File: config.mk
export PLATFORM = sky130hd
export DESIGN_NAME = fir_filter
export DESIGN_NICKNAME = d
export VERILOG_FILES = /design/src/rtl/fir_pkg.sv /design/src/rtl/fir_filter.sv /design/src/rtl/fir_ram.sv
export SDC_FILE = /design/constraint.sdc
export NUM_CORES = 2
export LEC_CHECK = 0
export BUFFER_PORTS_ARGS = -buffer_cell sky130_fd_sc_hd__clkbuf_2
export CAP_MARGIN = 15
export CORE_ASPECT_RATIO = 2
export CORE_UTILIZATION = 59
export CTS_BUF_LIST = sky130_fd_sc_hd__clkbuf_4 sky130_fd_sc_hd__clkbuf_8
export DETAILED_ROUTE_END_ITERATION = 6
export PLACE_DENSITY = 0.89
export RECOVER_POWER = 25
export REMOVE_ABC_BUFFERS = 1
export SYNTH_ARGS = -nofsm -noshare
export SYNTH_HDL_FRONTEND = slang
export SYNTH_SLANG_ARGS = --single-unit
File: constraint.sdc
create_clock -name clk -period 5.9 [get_ports clk]
set_input_delay 0.59 -clock clk [delete_from_list [all_inputs] [get_ports clk]]
set_output_delay 0.59 -clock clk [all_outputs]
set_load 0.005 [all_outputs]
File: src/rtl/fir_pkg.sv
package fir_pkg;

    localparam int TAPS_DEFAULT = 64;

    localparam int OPCODE_W     = 2;
    localparam int COEF_INDEX_W = 6;
    localparam int COEF_W       = 18;
    localparam int SAMPLE_W     = 16;
    localparam int TAP_COUNT_W  = 7;
    localparam int PROD_W       = COEF_W + SAMPLE_W;
    localparam int FRAC_BITS    = 16;

    typedef enum logic [OPCODE_W-1:0] {
        OP_SAMPLE = 2'd0,
        OP_LOAD   = 2'd1,
        OP_CLEAR  = 2'd2
    } opcode_t;

    typedef enum logic [2:0] {
        ST_INIT,
        ST_IDLE,
        ST_MAC,
        ST_ROUND,
        ST_DONE
    } state_t;

endpackage

File: src/rtl/fir_filter.sv
// Direct-form FIR filter over a TAPS-deep sample history and a TAPS-entry
// coefficient table (signed Q2.16), both held in synchronous memories and
// walked by one shared multiply-accumulate, one tap per cycle. Items are
// taken one at a time. A sample item with n active taps (n = tap_count,
// capped at TAPS) reads n entries from each memory, then drains the read,
// multiply and accumulate stages, rounds the sum and loads the result
// register before the next item is taken. Load, clear and unused-opcode
// items, and samples with tap_count 0, go straight to loading the result
// register. A result that is still waiting holds the block until the
// result register frees. The history memory is a circular buffer with a
// fill count, so a clear item costs no sweep. After reset the coefficient
// memory is cleared entry by entry before the first item is accepted.
// tap_count writes are taken at any time. Every item returns one result;
// filtered and clipped hold the last computed output, fresh marks a newly
// computed one. Results wait in an output register while the next item
// is accepted.
module fir_filter #(
    parameter int TAPS = fir_pkg::TAPS_DEFAULT
) (
    input  logic                                   clk,
    input  logic                                   rst_n,
    input  logic                                   cfg_valid,
    output logic                                   cfg_ready,
    input  logic [fir_pkg::TAP_COUNT_W-1:0]        cfg_data,
    input  logic                                   in_valid,
    output logic                                   in_ready,
    input  logic [fir_pkg::OPCODE_W-1:0]           opcode,
    input  logic [fir_pkg::COEF_INDEX_W-1:0]       coef_index,
    input  logic signed [fir_pkg::COEF_W-1:0]      coef_value,
    input  logic signed [fir_pkg::SAMPLE_W-1:0]    sample,
    output logic                                   out_valid,
    input  logic                                   out_ready,
    output logic signed [fir_pkg::SAMPLE_W-1:0]    filtered,
    output logic                                   clipped,
    output logic                                   fresh
);

    localparam int AW     = (TAPS > 1) ? $clog2(TAPS) : 1;
    localparam int CW     = $clog2(TAPS + 1);
    localparam int ACCW   = fir_pkg::PROD_W + $clog2(TAPS) + 1;
    localparam int COEF_W = fir_pkg::COEF_W;
    localparam int SMP_W  = fir_pkg::SAMPLE_W;

    localparam logic signed [ACCW:0] ROUND_BIAS = (ACCW + 1)'(1 << (fir_pkg::FRAC_BITS - 1));
    localparam logic signed [ACCW:0] Y_MAX      = (ACCW + 1)'((1 << (SMP_W - 1)) - 1);
    localparam logic signed [ACCW:0] Y_MIN      = -((ACCW + 1)'(1 << (SMP_W - 1)));

    fir_pkg::state_t state_reg, state_next;

    logic [fir_pkg::TAP_COUNT_W-1:0] tap_reg;
    logic [AW-1:0]                   ptr_reg, ptr_next;
    logic [CW-1:0]                   fill_reg, fill_next;
    logic [CW-1:0]                   init_cnt_reg, init_cnt_next;
    logic [CW-1:0]                   rd_cnt_reg, rd_cnt_next;
    logic [CW-1:0]                   n_reg, n_next;
    logic [AW-1:0]                   hist_addr_reg, hist_addr_next;
    logic                            s1_valid_reg, s1_valid_next;
    logic                            s1_mask_reg, s1_mask_next;
    logic                            s2_valid_reg, s2_valid_next;
    logic signed [fir_pkg::PROD_W-1:0] prod_reg, prod_next;
    logic signed [ACCW-1:0]          acc_reg, acc_next;
    logic signed [SMP_W-1:0]         last_out_reg, last_out_next;
    logic                            last_clip_reg, last_clip_next;
    logic                            fresh_reg, fresh_next;
    logic                            out_valid_reg, out_valid_next;
    logic signed [SMP_W-1:0]         filtered_reg, filtered_next;
    logic                            clipped_reg, clipped_next;
    logic                            fresh_out_reg, fresh_out_next;

    logic [CW-1:0]                   n_cfg;
    logic [AW-1:0]                   ptr_adv;
    logic                            hist_we;
    logic                            coef_we;
    logic [AW-1:0]                   coef_waddr;
    logic signed [COEF_W-1:0]        coef_wdata;
    logic                            rd_en;
    logic signed [SMP_W-1:0]         hist_rd;
    logic signed [COEF_W-1:0]        coef_rd;
    logic signed [ACCW:0]            biased;
    logic signed [ACCW:0]            y_wide;

    fir_ram #(
        .WIDTH (SMP_W),
        .DEPTH (TAPS)
    ) u_hist_ram (
        .clk     (clk),
        .wr_en   (hist_we),
        .wr_addr (ptr_adv),
        .wr_data (sample),
        .rd_en   (rd_en),
        .rd_addr (hist_addr_reg),
        .rd_data (hist_rd)
    );

    fir_ram #(
        .WIDTH (COEF_W),
        .DEPTH (TAPS)
    ) u_coef_ram (
        .clk     (clk),
        .wr_en   (coef_we),
        .wr_addr (coef_waddr),
        .wr_data (coef_wdata),
        .rd_en   (rd_en),
        .rd_addr (AW'(rd_cnt_reg)),
        .rd_data (coef_rd)
    );

    assign cfg_ready = 1'b1;
    assign in_ready  = (state_reg == fir_pkg::ST_IDLE);
    assign out_valid = out_valid_reg;
    assign filtered  = filtered_reg;
    assign clipped   = clipped_reg;
    assign fresh     = fresh_out_reg;

    assign n_cfg   = (32'(tap_reg) > TAPS) ? CW'(TAPS) : CW'(tap_reg);
    assign ptr_adv = (ptr_reg == AW'(TAPS - 1)) ? '0 : ptr_reg + 1'b1;
    assign biased  = (ACCW + 1)'(acc_reg) + ROUND_BIAS;
    assign y_wide  = biased >>> fir_pkg::FRAC_BITS;

    always_ff @(posedge clk or negedge rst_n)
    begin
        if (!rst_n)
        begin
            state_reg     <= fir_pkg::ST_INIT;
            tap_reg       <= '0;
            ptr_reg       <= '0;
            fill_reg      <= '0;
            init_cnt_reg  <= '0;
            rd_cnt_reg    <= '0;
            n_reg         <= '0;
            s1_valid_reg  <= 1'b0;
            s2_valid_reg  <= 1'b0;
            last_out_reg  <= '0;
            last_clip_reg <= 1'b0;
            fresh_reg     <= 1'b0;
            out_valid_reg <= 1'b0;
        end
        else
        begin
            state_reg     <= state_next;
            if (cfg_valid && cfg_ready)
            begin
                tap_reg <= cfg_data;
            end
            ptr_reg       <= ptr_next;
            fill_reg      <= fill_next;
            init_cnt_reg  <= init_cnt_next;
            rd_cnt_reg    <= rd_cnt_next;
            n_reg         <= n_next;
            s1_valid_reg  <= s1_valid_next;
            s2_valid_reg  <= s2_valid_next;
            last_out_reg  <= last_out_next;
            last_clip_reg <= last_clip_next;
            fresh_reg     <= fresh_next;
            out_valid_reg <= out_valid_next;
        end
    end

    always_ff @(posedge clk)
    begin
        hist_addr_reg <= hist_addr_next;
        s1_mask_reg   <= s1_mask_next;
        prod_reg      <= prod_next;
        acc_reg       <= acc_next;
        filtered_reg  <= filtered_next;
        clipped_reg   <= clipped_next;
        fresh_out_reg <= fresh_out_next;
    end

    always_comb
    begin
        state_next     = state_reg;
        ptr_next       = ptr_reg;
        fill_next      = fill_reg;
        init_cnt_next  = init_cnt_reg;
        rd_cnt_next    = rd_cnt_reg;
        n_next         = n_reg;
        hist_addr_next = hist_addr_reg;
        s1_valid_next  = 1'b0;
        s1_mask_next   = s1_mask_reg;
        s2_valid_next  = s1_valid_reg;
        prod_next      = '0;
        acc_next       = s2_valid_reg ? acc_reg + ACCW'(prod_reg) : acc_reg;
        last_out_next  = last_out_reg;
        last_clip_next = last_clip_reg;
        fresh_next     = fresh_reg;
        out_valid_next = out_valid_reg;
        filtered_next  = filtered_reg;
        clipped_next   = clipped_reg;
        fresh_out_next = fresh_out_reg;
        hist_we        = 1'b0;
        coef_we        = 1'b0;
        coef_waddr     = AW'(coef_index);
        coef_wdata     = coef_value;
        rd_en          = 1'b0;

        if (s1_mask_reg)
        begin
            prod_next = coef_rd * hist_rd;
        end

        if (out_valid_reg && out_ready)
        begin
            out_valid_next = 1'b0;
        end

        case (state_reg)
            fir_pkg::ST_INIT:
            begin
                coef_we       = 1'b1;
                coef_waddr    = AW'(init_cnt_reg);
                coef_wdata    = '0;
                init_cnt_next = init_cnt_reg + 1'b1;
                if (init_cnt_reg == CW'(TAPS - 1))
                begin
                    state_next = fir_pkg::ST_IDLE;
                end
            end
            fir_pkg::ST_IDLE:
            begin
                if (in_valid)
                begin
                    fresh_next  = 1'b0;
                    acc_next    = '0;
                    rd_cnt_next = '0;
                    state_next  = fir_pkg::ST_DONE;
                    case (opcode)
                        fir_pkg::OP_SAMPLE:
                        begin
                            if (n_cfg != '0)
                            begin
                                hist_we        = 1'b1;
                                ptr_next       = ptr_adv;
                                hist_addr_next = ptr_adv;
                                fill_next      = (fill_reg == CW'(TAPS)) ? fill_reg
                                                                         : fill_reg + 1'b1;
                                n_next         = n_cfg;
                                state_next     = fir_pkg::ST_MAC;
                            end
                        end
                        fir_pkg::OP_LOAD:
                        begin
                            coef_we = (32'(coef_index) < TAPS);
                        end
                        fir_pkg::OP_CLEAR:
                        begin
                            fill_next = '0;
                        end
                        default:
                        begin
                        end
                    endcase
                end
            end
            fir_pkg::ST_MAC:
            begin
                if (rd_cnt_reg != n_reg)
                begin
                    rd_en          = 1'b1;
                    rd_cnt_next    = rd_cnt_reg + 1'b1;
                    hist_addr_next = (hist_addr_reg == '0) ? AW'(TAPS - 1)
                                                           : hist_addr_reg - 1'b1;
                    s1_valid_next  = 1'b1;
                    s1_mask_next   = (rd_cnt_reg < fill_reg);
                end
                else if (!s1_valid_reg && !s2_valid_reg)
                begin
                    state_next = fir_pkg::ST_ROUND;
                end
            end
            fir_pkg::ST_ROUND:
            begin
                if (y_wide > Y_MAX)
                begin
                    last_out_next  = SMP_W'(Y_MAX);
                    last_clip_next = 1'b1;
                end
                else if (y_wide < Y_MIN)
                begin
                    last_out_next  = SMP_W'(Y_MIN);
                    last_clip_next = 1'b1;
                end
                else
                begin
                    last_out_next  = SMP_W'(y_wide);
                    last_clip_next = 1'b0;
                end
                fresh_next = 1'b1;
                state_next = fir_pkg::ST_DONE;
            end
            fir_pkg::ST_DONE:
            begin
                if (!out_valid_reg || out_ready)
                begin
                    out_valid_next = 1'b1;
                    filtered_next  = last_out_reg;
                    clipped_next   = last_clip_reg;
                    fresh_out_next = fresh_reg;
                    state_next     = fir_pkg::ST_IDLE;
                end
            end
            default:
            begin
                state_next = fir_pkg::ST_INIT;
            end
        endcase
    end

endmodule

File: src/rtl/fir_ram.sv
module fir_ram #(
    parameter int WIDTH = 16,
    parameter int DEPTH = 64,
    localparam int AW = (DEPTH > 1) ? $clog2(DEPTH) : 1
) (
    input  logic             clk,
    input  logic             wr_en,
    input  logic [AW-1:0]    wr_addr,
    input  logic [WIDTH-1:0] wr_data,
    input  logic             rd_en,
    input  logic [AW-1:0]    rd_addr,
    output logic [WIDTH-1:0] rd_data
);

    logic [WIDTH-1:0] mem [DEPTH];

    always_ff @(posedge clk)
    begin
        if (wr_en)
        begin
            mem[wr_addr] <= wr_data;
        end
        if (rd_en)
        begin
            rd_data <= mem[rd_addr];
        end
    end

endmodule

==> impl_metrics.ini <==
[status]
status = complete, but fails checks
violations = DRC, capacitance limit, slew limit, setup timing

[place]
dp_hpwl_um = 170000
dp_cells = 8018
postPlaceCellArea_sq_mm = 0.109
portBuffers = 73
place_congestion = 0.952
pre_cts_ws_ns = -0.605

[timing]
setup_slack_ns = -0.495
fin_crit_ns = 6.40
slew_violations = 1037
holdWs_ns = 0.0893
worstMarginPinSlew_ns = 4.28
final-hold-violation-count = 0
setup_viol = 18
relSlewSlack_pct = -185
fmax_mhz = 156
post-route-period-util_pct = 108
rsz0062_at_grt = true
finClkSkew_ns = 0.110

[finish]
largest_reg_flops = 1152
fin_cells = 8649
nets = 6575
drive_gt1_share_pct = 27.4
area_growth_pct = 12.0
final_area_sq_mm = 0.116

[setup_path]
arrival_ns = 7.12
cp-end-kind = flop
crit_top_cell = fa_1
slowest_stage = fa_1
rrSetupSlack_ns = -0.50
path_class = reg -> reg
r2r_end = prod_reg[31]$_SDFF_PN0_
crit_path_start_kind = flop
crit_fanout = 4
worst_r2r_path_depth = 24
r2r-start = u_hist_ram.rd_data[6]$_DFFE_PP_
cp.required_ns = 6.62
cp_cell_sequence = buf_6, buf_6, buf_4, and2_1, fa_1, inv_2, fa_2, fa_1, fa_1, inv_1, fa_1, fa_1, ha_4, a21oi_4, o21ai_2, a2111oi_4, buf_4, a211oi_2, buf_4, o21a_1, a31o_4, a31oi_4, xor2_1, nor2_1
cpPeakStageDelay_ns = 0.62

[clock_tree]
cts_tree = done
cts-root-buf = clkbuf_8
cts.sinks = 2375
insertion_delay_ns = 0.96
h-tree-depth = 5
clk_path_buf_depth = 4
cts_made_buffers = 317
cts.clk_slew.worst_paths_ns = 0.07

[grt]
grt_max_degree = 84
groute.usage.overall_pct = 29.9
antenna_found_initial = 19
grt_first_pass_wirelength_um = 382000
grt_use_met1_pct = 31.6
use_met2_pct = 52.9
grt_busiest_layer = met2
grt_pass1_vias = 59100
overflow = 0
use_met3_pct = 5.12

[synth]
synth_largest_area_cell = edfxtp_1
synth_seq_cells = 2375
async_reset_ff_share_pct = 2.74
yosysMostFrequentCell = edfxtp_1
synth_top_area_share_pct = 64.6
yosysWarningCount = 0
yosysUniqueCellTypes = 78
synthTopCellsByArea = edfxtp_1, mux4_2, fa_1
mappedNetlistArea_sq_mm = 0.104
synth_edf_count = 2235
synth_seq_area_share_pct = 67.6
ys.flop_type = edfxtp_1
avgSynthCellArea_sq_um = 18.7
synth_commonest_cells = edfxtp_1, mux4_2, inv_1, fa_1, nor2_1
synthCells = 5546

[die]
rows = 217
io_pins = 75
initial_utilization_pct = 59.4
die_h_um = 596
coreArea_sq_mm = 0.175
die_area_sq_mm = 0.178
die_w_um = 299

[route]
drc_errors = 8
vias_per_cell = 6.45
first_pass_iters = 7
drtIter0Drc = 6066
antenna_left = 0
wl_per_cell_um = 30.4
vias = 55800
routed_wl_um = 263000

[run]
cap_violations = 17

[hold_path]
hold_class = in -> async
## layout by cell type (no fill, tap or decap), types with 47 or more instances in the layout
cell	n
nand2_1	247
clkbuf_2	54
ha_1	133
dfrtp_1	60
o21ai_0	79
and2_1	142
clkinv_1	74
inv_1	331
mux4_2	679
nand3_1	47
fa_1	276
xnor2_1	51
nor2_1	274
clkbuf_8	333
buf_4	327
dfxtp_1	75
edfxtp_1	2235
a21oi_1	78
clkbuf_4	82
xor2_1	53
mux2i_1	67
## per-stage QoR
stage / setup TNS [ns] / util (%)
2_1_floorplan: -644.08 / -
3_3_place_gp: -3.43 / 62.4
3_5_place_dp: -4.68 / 62.4
4_1_cts: -4.38 / 66.3
5_1_grt: -8.56 / 66.6
6_report: -5.39 / 66.6
## worst max-delay path by stage
| stage | depth (start not counted) | from | endpoint | slack (ns) |
|---|---|---|---|---|
| 3_5_place_dp | 23 | u_hist_ram.rd_data[1]$_DFFE_PP_ | prod_reg[31]$_SDFF_PN0_ | -0.61 |
| 2_1_floorplan | 6 | rd_cnt_reg[0]$_DFFE_PN0P_ | hist_addr_reg[0]$_DFFE_PP_ | -8.01 |
| 3_3_place_gp | 23 | u_hist_ram.rd_data[1]$_DFFE_PP_ | prod_reg[31]$_SDFF_PN0_ | -0.52 |
| 4_1_cts | 21 | u_hist_ram.rd_data[6]$_DFFE_PP_ | prod_reg[33]$_SDFF_PN0_ | -0.48 |
| 6_report | 24 | u_hist_ram.rd_data[6]$_DFFE_PP_ | prod_reg[31]$_SDFF_PN0_ | -0.50 |
| 5_1_grt | 24 | u_hist_ram.rd_data[6]$_DFFE_PP_ | prod_reg[31]$_SDFF_PN0_ | -0.67 |
## per-layer routing
layer,share of wire [%],vias to the layer above
met5,0.022,-
met4,8.7,10
met3,7.7,1028
met2,54,3436
met1,30,28600
li1,-,22800
## area by class of cell
type,instances,area (sq um)
Sequential cell,2375,70300
Tap cell,2299,2880
Timing Repair Buffer,481,3870
Multi-Input combinational cell,2574,31800
Clock buffer,415,5200
Clock inverter,143,1020
Antenna cell,21,52.6
Fill cell,10700,58500
Inverter,341,1280
## worst max-delay path, delay by kind of cell (launching register included)
| kind | cells | cell delay (ns) |
|---|---|---|
| compound gates | 7 | 1.26 |
| xor+xnor | 1 | 0.18 |
| flops | 1 | 0.42 |
| buf+inv | 7 | 0.83 |
| fa+ha+maj | 7 | 3.32 |
| simple gates | 2 | 0.20 |
## repair_timing
action	CTS	global route
pin swaps	58	44
buffers inserted	20	8
hold endpoints to repair	70	0
hold buffers	9	0
cloned	1	0
resized for setup	77	29
endpoints found under the setup margin	16	19
## kinds of logic (layout without fill, tap and decap cells)
family | count (synthesis) | in the layout | share of synthesized area (%)
flops | 2375 | 2375 | 67.6
buf+inv | 597 | 1380 | 2.20
simple gates | 901 | 901 | 4.11
compound gates | 375 | 375 | 2.40
fa+ha+maj | 431 | 431 | 7.29
other cells | 1 | 22 | 0.00361
xor+xnor | 108 | 108 | 0.910
mux | 758 | 758 | 15.5
Power is not shown: default switching activity piles up to over one toggle a cycle in this logic, so the estimate is an artifact.
